===== config.mk =====
export PLATFORM = sky130hd
export DESIGN_NAME = sssp_ram
export DESIGN_NICKNAME = d
export VERILOG_FILES = /design/src/rtl/sssp_ram.sv
export SDC_FILE = /design/constraint.sdc
export NUM_CORES = 1
export LEC_CHECK = 0
export BUFFER_PORTS_ARGS = -buffer_cell sky130_fd_sc_hd__buf_2
export CELL_PAD_IN_SITES_DETAIL_PLACEMENT = 1
export CELL_PAD_IN_SITES_GLOBAL_PLACEMENT = 2
export CORE_MARGIN = 2
export CORE_UTILIZATION = 45
export DETAILED_ROUTE_END_ITERATION = 8
export PLACE_DENSITY = 0.75
export SLEW_MARGIN = 0
export SYNTH_ARGS = -nofsm -noshare
export SYNTH_HDL_FRONTEND = slang
export SYNTH_SLANG_ARGS = --single-unit

===== constraint.sdc =====
create_clock -name clk -period 1.97 [get_ports clk]
set_input_delay 0.0985 -clock clk [delete_from_list [all_inputs] [get_ports clk]]
set_output_delay 0.0985 -clock clk [all_outputs]
set_load 0.01 [all_outputs]

===== src/rtl/sssp_ram.sv =====
// Generic single-port-write RAM with one registered read port.
`default_nettype none
module sssp_ram #(
  parameter int Width = 8,
  parameter int Depth = 16
) (
  input  wire logic                     clk,
  input  wire logic                     we,
  input  wire logic [$clog2(Depth)-1:0] waddr,
  input  wire logic [Width-1:0]         wdata,
  input  wire logic [$clog2(Depth)-1:0] raddr,
  output logic      [Width-1:0]         rdata
);
  logic [Width-1:0] mem [Depth];
  always_ff @(posedge clk) begin
    if (we) begin
      mem[waddr] <= wdata;
    end
    rdata <= mem[raddr];
  end
endmodule
`default_nettype wire


After elaboration in Yosys (flattened, before gate mapping) --
Memories as Yosys holds them, arrays and structs flattened. A register that Yosys moved wholly into a read port is not among the register bits. Index checks and enable logic that the tools add are counted.
Word-level totals: register bits 0, bits in writable memories 128, bits of input ports 18, memories kept 1
Operators by class: mux-type cells 2
Memory list:
- mem | words 16, bits a word 8, rd ports 1, clocked after memory_dff 1, write ports 1, RTL line 14 | logic [Width-1:0] mem [Depth];
Operators by type and width (count):
- 1-bit 2-to-1 mux | 2

Longest topological paths before layout --
Gate-level depths: netlist of run 1.
depth after elaboration 2, mapped depth 5, gate-level depth less buffers 3

Worst setup path before layout of run 1 --
Ideal clock, no wire load.
path type input port to flip-flop, start point in waddr[2], end point mem mem[0][0] (enable), setup time 0.383 ns, arrival time 1.208 ns, setup slack 0.379 ns, stages on the path 2, path buffers 0, cell sequence or3b_2 -> nor3_1
RTL lines:
- from (decl) | RTL line 9 | input wire logic [$clog2(Depth)-1:0] waddr,
- to (decl) | RTL line 14
No word-level cell before the write port.

==> results.json, run 1 <==
{
  "p_clk_share_pct": 45.6,
  "intPower_mw": 5.31,
  "switchingPower_mw": 1.25,
  "synth_area_leaders": "edfxtp_1 75%, mux4_2 7.9%, mux4_1 7.1%",
  "yosys-top-cells-count": "128 x edfxtp_1, 18 x mux4_2, 16 x a22oi_1",
  "synth.most_common_cell": "edfxtp_1",
  "synth_edf_count": 128,
  "grt-ovfl-total": 0,
  "place_congestion": 0.700,
  "worst_setup_path_end_kind": "register",
  "antenna_cells": 0,
  "wl_per_cell_um": 23.6,
  "die_area_sq_mm": 0.0123,
  "fin_crit_ps": 1380,
  "syn_inst": 229,
  "area_growth_pct": 19.2,
  "core-area_sq_mm": 0.0113,
  "io_pins": 26,
  "drv_slew": 0,
  "skew_ps": 5.22,
  "slowest_stage": "mux4_2",
  "crit_fanout": 1,
  "seq_power_share_pct": 49.6,
  "reg2reg_slack_ps": 590,
  "grt_max_degree": 21,
  "drive_gt1_share_pct": 30.8,
  "p_leak_nw": 2.10,
  "pre_cts_slack_ps": 379,
  "dp_hpwl_mm": 6.80,
  "synth_top_flop_cell": "edfxtp_1",
  "wirelength_mm": 10.4,
  "netlist_area_sq_mm": 0.00515,
  "dr.pass1.iters": 4,
  "cts_buffer_depth": 2,
  "grt_antenna_before_repair": 0,
  "port_buffers": 25,
  "drt_iter0_drc": 149,
  "syn_avg_cell_area_sq_um": 22.5,
  "drc_errors": 0,
  "power_density_mw_per_mm2": 1070,
  "rows": 39,
  "status": "complete, no violations",
  "vdd_drop_max_v": 0.000628,
  "hold_viol": 0,
  "htree_levels": 4,
  "via_per_inst": 5.50,
  "synth_nets": 247,
  "floorplan.initialDensity_pct": 45.7,
  "grt_pass1_vias": 2658,
  "tightest_slew_ps": 438,
  "cts_inserted_buffers": 17,
  "holdCritPathClass": "in2reg",
  "period_share_pct": 69.9,
  "worstPathArrival_ps": 1660,
  "ctsHoldBuffers": 0,
  "synth_seq_cells": 136,
  "clkTransAtPathRegs_ps": 50,
  "yosys_warnings": 0,
  "path_cells": "mux4_2 -> a22oi_1 -> nand2_1",
  "via_count": 2433,
  "die_h_um": 111,
  "grt_use_total_pct": 18.6,
  "cp.required_ps": 2250,
  "cts_tree": "done",
  "critical_path_class": "reg2reg",
  "slew_headroom_pct": 70.8,
  "synthDistinctLibCells": 19,
  "finalSetupTns_ps": 0,
  "max_stage_delay_ps": 470,
  "comb_power_share_pct": 4.7,
  "synthArstFlopShare_pct": 0,
  "dieWidth_um": 111,
  "cts_root_buffer": "clkbuf_16",
  "critPathLaunchType": "register",
  "grt_pass1_wl_mm": 16.2,
  "antenna_left": 0,
  "setup_ws_ps": 592,
  "netSwitchingFraction_pct": 19.1,
  "fin_nets": 304,
  "yosysSeqAreaShare_pct": 77.8,
  "cts_resized": 0,
  "cts.sink_count": 136,
  "fmaxAchievable_mhz": 726,
  "finalSetupViolCount": 0,
  "cap_violations": 0,
  "insertion_delay_ps": 410,
  "cts_setup_buffers": 0,
  "yosysTopAreaCell": "edfxtp_1",
  "synth_top_area_share_pct": 74.7,
  "rsz0062_at_grt": "false",
  "fillers": 996
}
==> worst max-delay path, delay by kind of cell, from the launching register on <==
| kind | cells | cell delay, ps |
|---|---|---|
| muxes | 1 | 470 |
| DFF | 1 | 360 |
| AOI/OAI and AO/OA | 1 | 320 |
| and+or+nand+nor | 1 | 100 |
==> cell usage in the layout (no fill, tap or decap) <==
cell,count
and2_1,1
buf_12,2
nand2b_1,2
a22oi_1,16
nor2_1,13
mux4_2,18
clkbuf_8,6
nor3_1,4
dfxtp_1,8
mux4_1,14
nand3_1,1
nand2_1,9
nand3b_1,2
buf_4,21
buf_2,25
bufinv_16,1
and2b_1,1
nor2b_1,1
or3b_2,1
edfxtp_1,128
clkbuf_1,7
clkbuf_16,17
clkinvlp_4,1
==> power by group through the flow <==
stage / Clock (mW) / Sequential, mW / Combinational [mW]
after global routing: 3.17 / 3.27 / 0.338
after global placement: 0 / 3.31 / 0.306
after CTS: 3.04 / 3.26 / 0.316
after floorplan: 0 / 3.32 / 0.164
final: 3.00 / 3.26 / 0.309
after detailed placement: 0 / 3.32 / 0.316
==> logic make-up (layout without fill, tap and decap cells) <==
group,count (synthesis),after routing,share of synthesized area [%]
buffers and inverters,10,80,1.68
multiplexers,32,32,15.0
AND/OR/NAND/NOR,35,35,3.18
AO/OA/AOI/OAI,16,16,2.33
flip-flops,136,136,77.8
==> path summary, 6_finish.rpt <==
kind,end,startpoint,cells after the start
setup / recovery,rdata[6],mem[3][6],3
hold / removal,mem[1][5],wdata[5],1
setup reg to reg,rdata[6],mem[3][6],3
hold reg to reg,rdata[2],mem[14][2],3
==> sequential cells by signal, summed over array words and instances (netlist names) <==
register  cells
rdata         8
mem         128
==> per-layer routing <==
| layer | wire (um) | vias up | track usage [%] |
|---|---|---|---|
| met5 | 0 | - | 0 |
| met4 | 212 | 0 | 6.00 |
| met3 | 542 | 19 | 5.30 |
| met2 | 5430 | 67 | 31.1 |
| met1 | 4250 | 1265 | 23.8 |
| li1 | - | 1082 | - |
==> layout make-up <==
type	instances	area (sq um)	area share, %
multi-input combinational	83	1060	17.2
tap	143	179	2.92
clock inverter	2	37.5	0.612
clock buffer	30	534	8.71
sequential	136	4000	65.3
timing repair buffer	48	323	5.26
==> per-stage QoR <==
step / hold slack, ps / util [%] / cell area (sq um) / cells / total power, mW
detailed placement: 495 / 49.4 / 5560 / 410 / 3.63
CTS: 66.2 / 54.4 / 6130 / 442 / 6.61
finish: 74.6 / 54.4 / 6130 / 442 / 6.57
global route: 70.6 / 54.4 / 6130 / 442 / 6.77
global placement: 482 / 49.4 / 5560 / 410 / 3.62
floorplan: 197 / - / 5150 / 229 / 3.48
No activity file was read; power rests on OpenSTA's default activity.
==> run 2: changes to the inputs <==
--- a/config.mk
+++ b/config.mk
@@ -9,7 +9,7 @@
 export CELL_PAD_IN_SITES_DETAIL_PLACEMENT = 1
 export CELL_PAD_IN_SITES_GLOBAL_PLACEMENT = 2
 export CORE_MARGIN = 2
-export CORE_UTILIZATION = 45
+export CORE_UTILIZATION = 43
 export DETAILED_ROUTE_END_ITERATION = 8
 export PLACE_DENSITY = 0.75
 export SLEW_MARGIN = 0
==> constraint.sdc (replaced) <==
create_clock -name clk -period 1.1 [get_ports clk]
set_input_delay 0.055 -clock clk [delete_from_list [all_inputs] [get_ports clk]]
set_output_delay 0.055 -clock clk [all_outputs]
set_load 0.01 [all_outputs]
==> run 2 against run 1 <==
The run now ends with setup timing left. Worst hold slack got worse by 55 ps. Critical path depth unchanged. Cell count is 4.1% higher. Via count rose by 5.6%. First-iteration DRC count is 40% higher. Power rose by 100%. Die area grew 4.5%. Core utilization grew 1.6 points.
==> results.json, run 2 (synthesis gave the netlist of run 1 again) <==
{
  "status": "finished, violations left",
  "violations": "setup timing",
  "period_share_pct": 118,
  "area_growth_pct": 25.8,
  "grt_pass1_wl_mm": 17.5,
  "cts.sink_count": 136,
  "cp.required_ps": 1390,
  "insertion_delay_ps": 420,
  "wirelength_mm": 11.6,
  "cap_violations": 0,
  "rsz0062_at_grt": "true",
  "antenna_cells": 0,
  "rows": 39,
  "ff2ff_path_depth": 3,
  "cts_root_buffer": "clkbuf_16",
  "port_buffers": 25,
  "dp_hpwl_mm": 7.65,
  "layout_common_cells": "128 x edfxtp_1, 36 x buf_4, 31 x mux4_2",
  "power_density_mw_per_mm2": 2030,
  "skew_ps": 9.18,
  "vdd_drop_max_v": 0.000938,
  "layout.cells.most_common": "edfxtp_1",
  "io_pins": 26,
  "grt_pass1_vias": 2803,
  "grt_use_total_pct": 19.7,
  "largest_reg_flops": 128,
  "finalSetupViolCount": 8,
  "grt-ovfl-total": 0,
  "worstPathArrival_ps": 1580,
  "crit_fanout": 1,
  "via_per_inst": 5.59,
  "holdPathStages": 1,
  "antenna_left": 0,
  "drc_errors": 0,
  "top_register": "mem",
  "setup_ws_ps": -197,
  "finalSetupTns_ps": -1170,
  "cts_buffer_depth": 2,
  "floorplan.initialDensity_pct": 44.5,
  "critPathLaunchType": "register",
  "worst_setup_path_end_kind": "register",
  "dr.pass1.iters": 4,
  "critical_path_class": "reg2reg",
  "fin_nets": 322,
  "cts_setup_buffers": 0,
  "hold_viol": 0,
  "holdCritPathClass": "in2reg",
  "pre_cts_slack_ps": -330,
  "worst_hold_slack_ps": 19.7,
  "cts_tree": "done",
  "die_area_sq_mm": 0.0129,
  "grt_antenna_before_repair": 0,
  "htree_levels": 4,
  "p_total_mw": 13.1,
  "wl_per_cell_um": 25.2,
  "fmaxAchievable_mhz": 771,
  "drive_gt1_share_pct": 46.1,
  "grt_max_degree": 19,
  "die_h_um": 113,
  "tightest_slew_ps": 1220,
  "core-area_sq_mm": 0.0116,
  "p_leak_nw": 2.23,
  "top_regs": "mem x128, rdata x8",
  "via_count": 2570,
  "slew_headroom_pct": 18.6,
  "fin_crit_ps": 1300,
  "dieWidth_um": 113,
  "drv_slew": 0,
  "cts_inserted_buffers": 17,
  "place_congestion": 0.691,
  "drt_iter0_drc": 208,
  "clkTransAtPathRegs_ps": 60
}
## run 2: cell count changes in the layout (fill, tap and decap cells not counted), sizes merged
cell / before / now
clkbuf: 30 / 20
clkinv: 0 / 4
bufinv: 1 / 7
buf: 48 / 66
## run 2: final timing paths
kind | from | end | slack, ps
max | mem[3][4] | rdata[4] | -200
min | wdata[2] | mem[11][2] | 20
max reg2reg | mem[3][4] | rdata[4] | -200
min reg2reg | mem[15][6] | rdata[6] | 680
## run 2: what timing repair did
action                                  CTS  global route
hold buffers                              0             0
endpoints found under the setup margin    8             8
resized for setup                         8             5
pin swaps                                 2             3
## run 2: final cells by class
class                   instances  area [sq um]
clock buffers                  20           457
well taps                     143           179
clock inverters                12           245
flip-flops and latches        136          4000
fillers                      1020          5090
repair buffers                 66           495
multi-input cells              83          1090
## run 2: worst max-delay path, cell delays in order, from the launching register on
cell and delay, ps:
edfxtp_1 400, mux4_2 490, a22oi_2 200, nand2_1 90
## run 2: power breakdown
| part | internal [mW] | switching, mW | total, mW | leakage [nW] |
|---|---|---|---|---|
| combinational | 0.291 | 0.351 | 0.642 | 0.665 |
| clock | 4.60 | 2.06 | 6.66 | 0.340 |
| sequential | 5.80 | 0.0426 | 5.84 | 1.22 |
| total | 10.7 | 2.45 | 13.1 | 2.23 |
## run 2: layer usage
metal  share of wire (%)  track usage, %
met5                   0               0
met4                0.96            5.93
met3                 5.7            5.63
met2                  50            31.5
met1                  43            26.8
## run 2: metrics by stage
step	std cells	util, %	instance area (sq um)
after floorplan	229	-	5180
after global placement	428	49.6	5730
after detailed placement	428	49.6	5730
after CTS	460	55.8	6450
after global routing	460	56.0	6470
final	460	56.0	6470
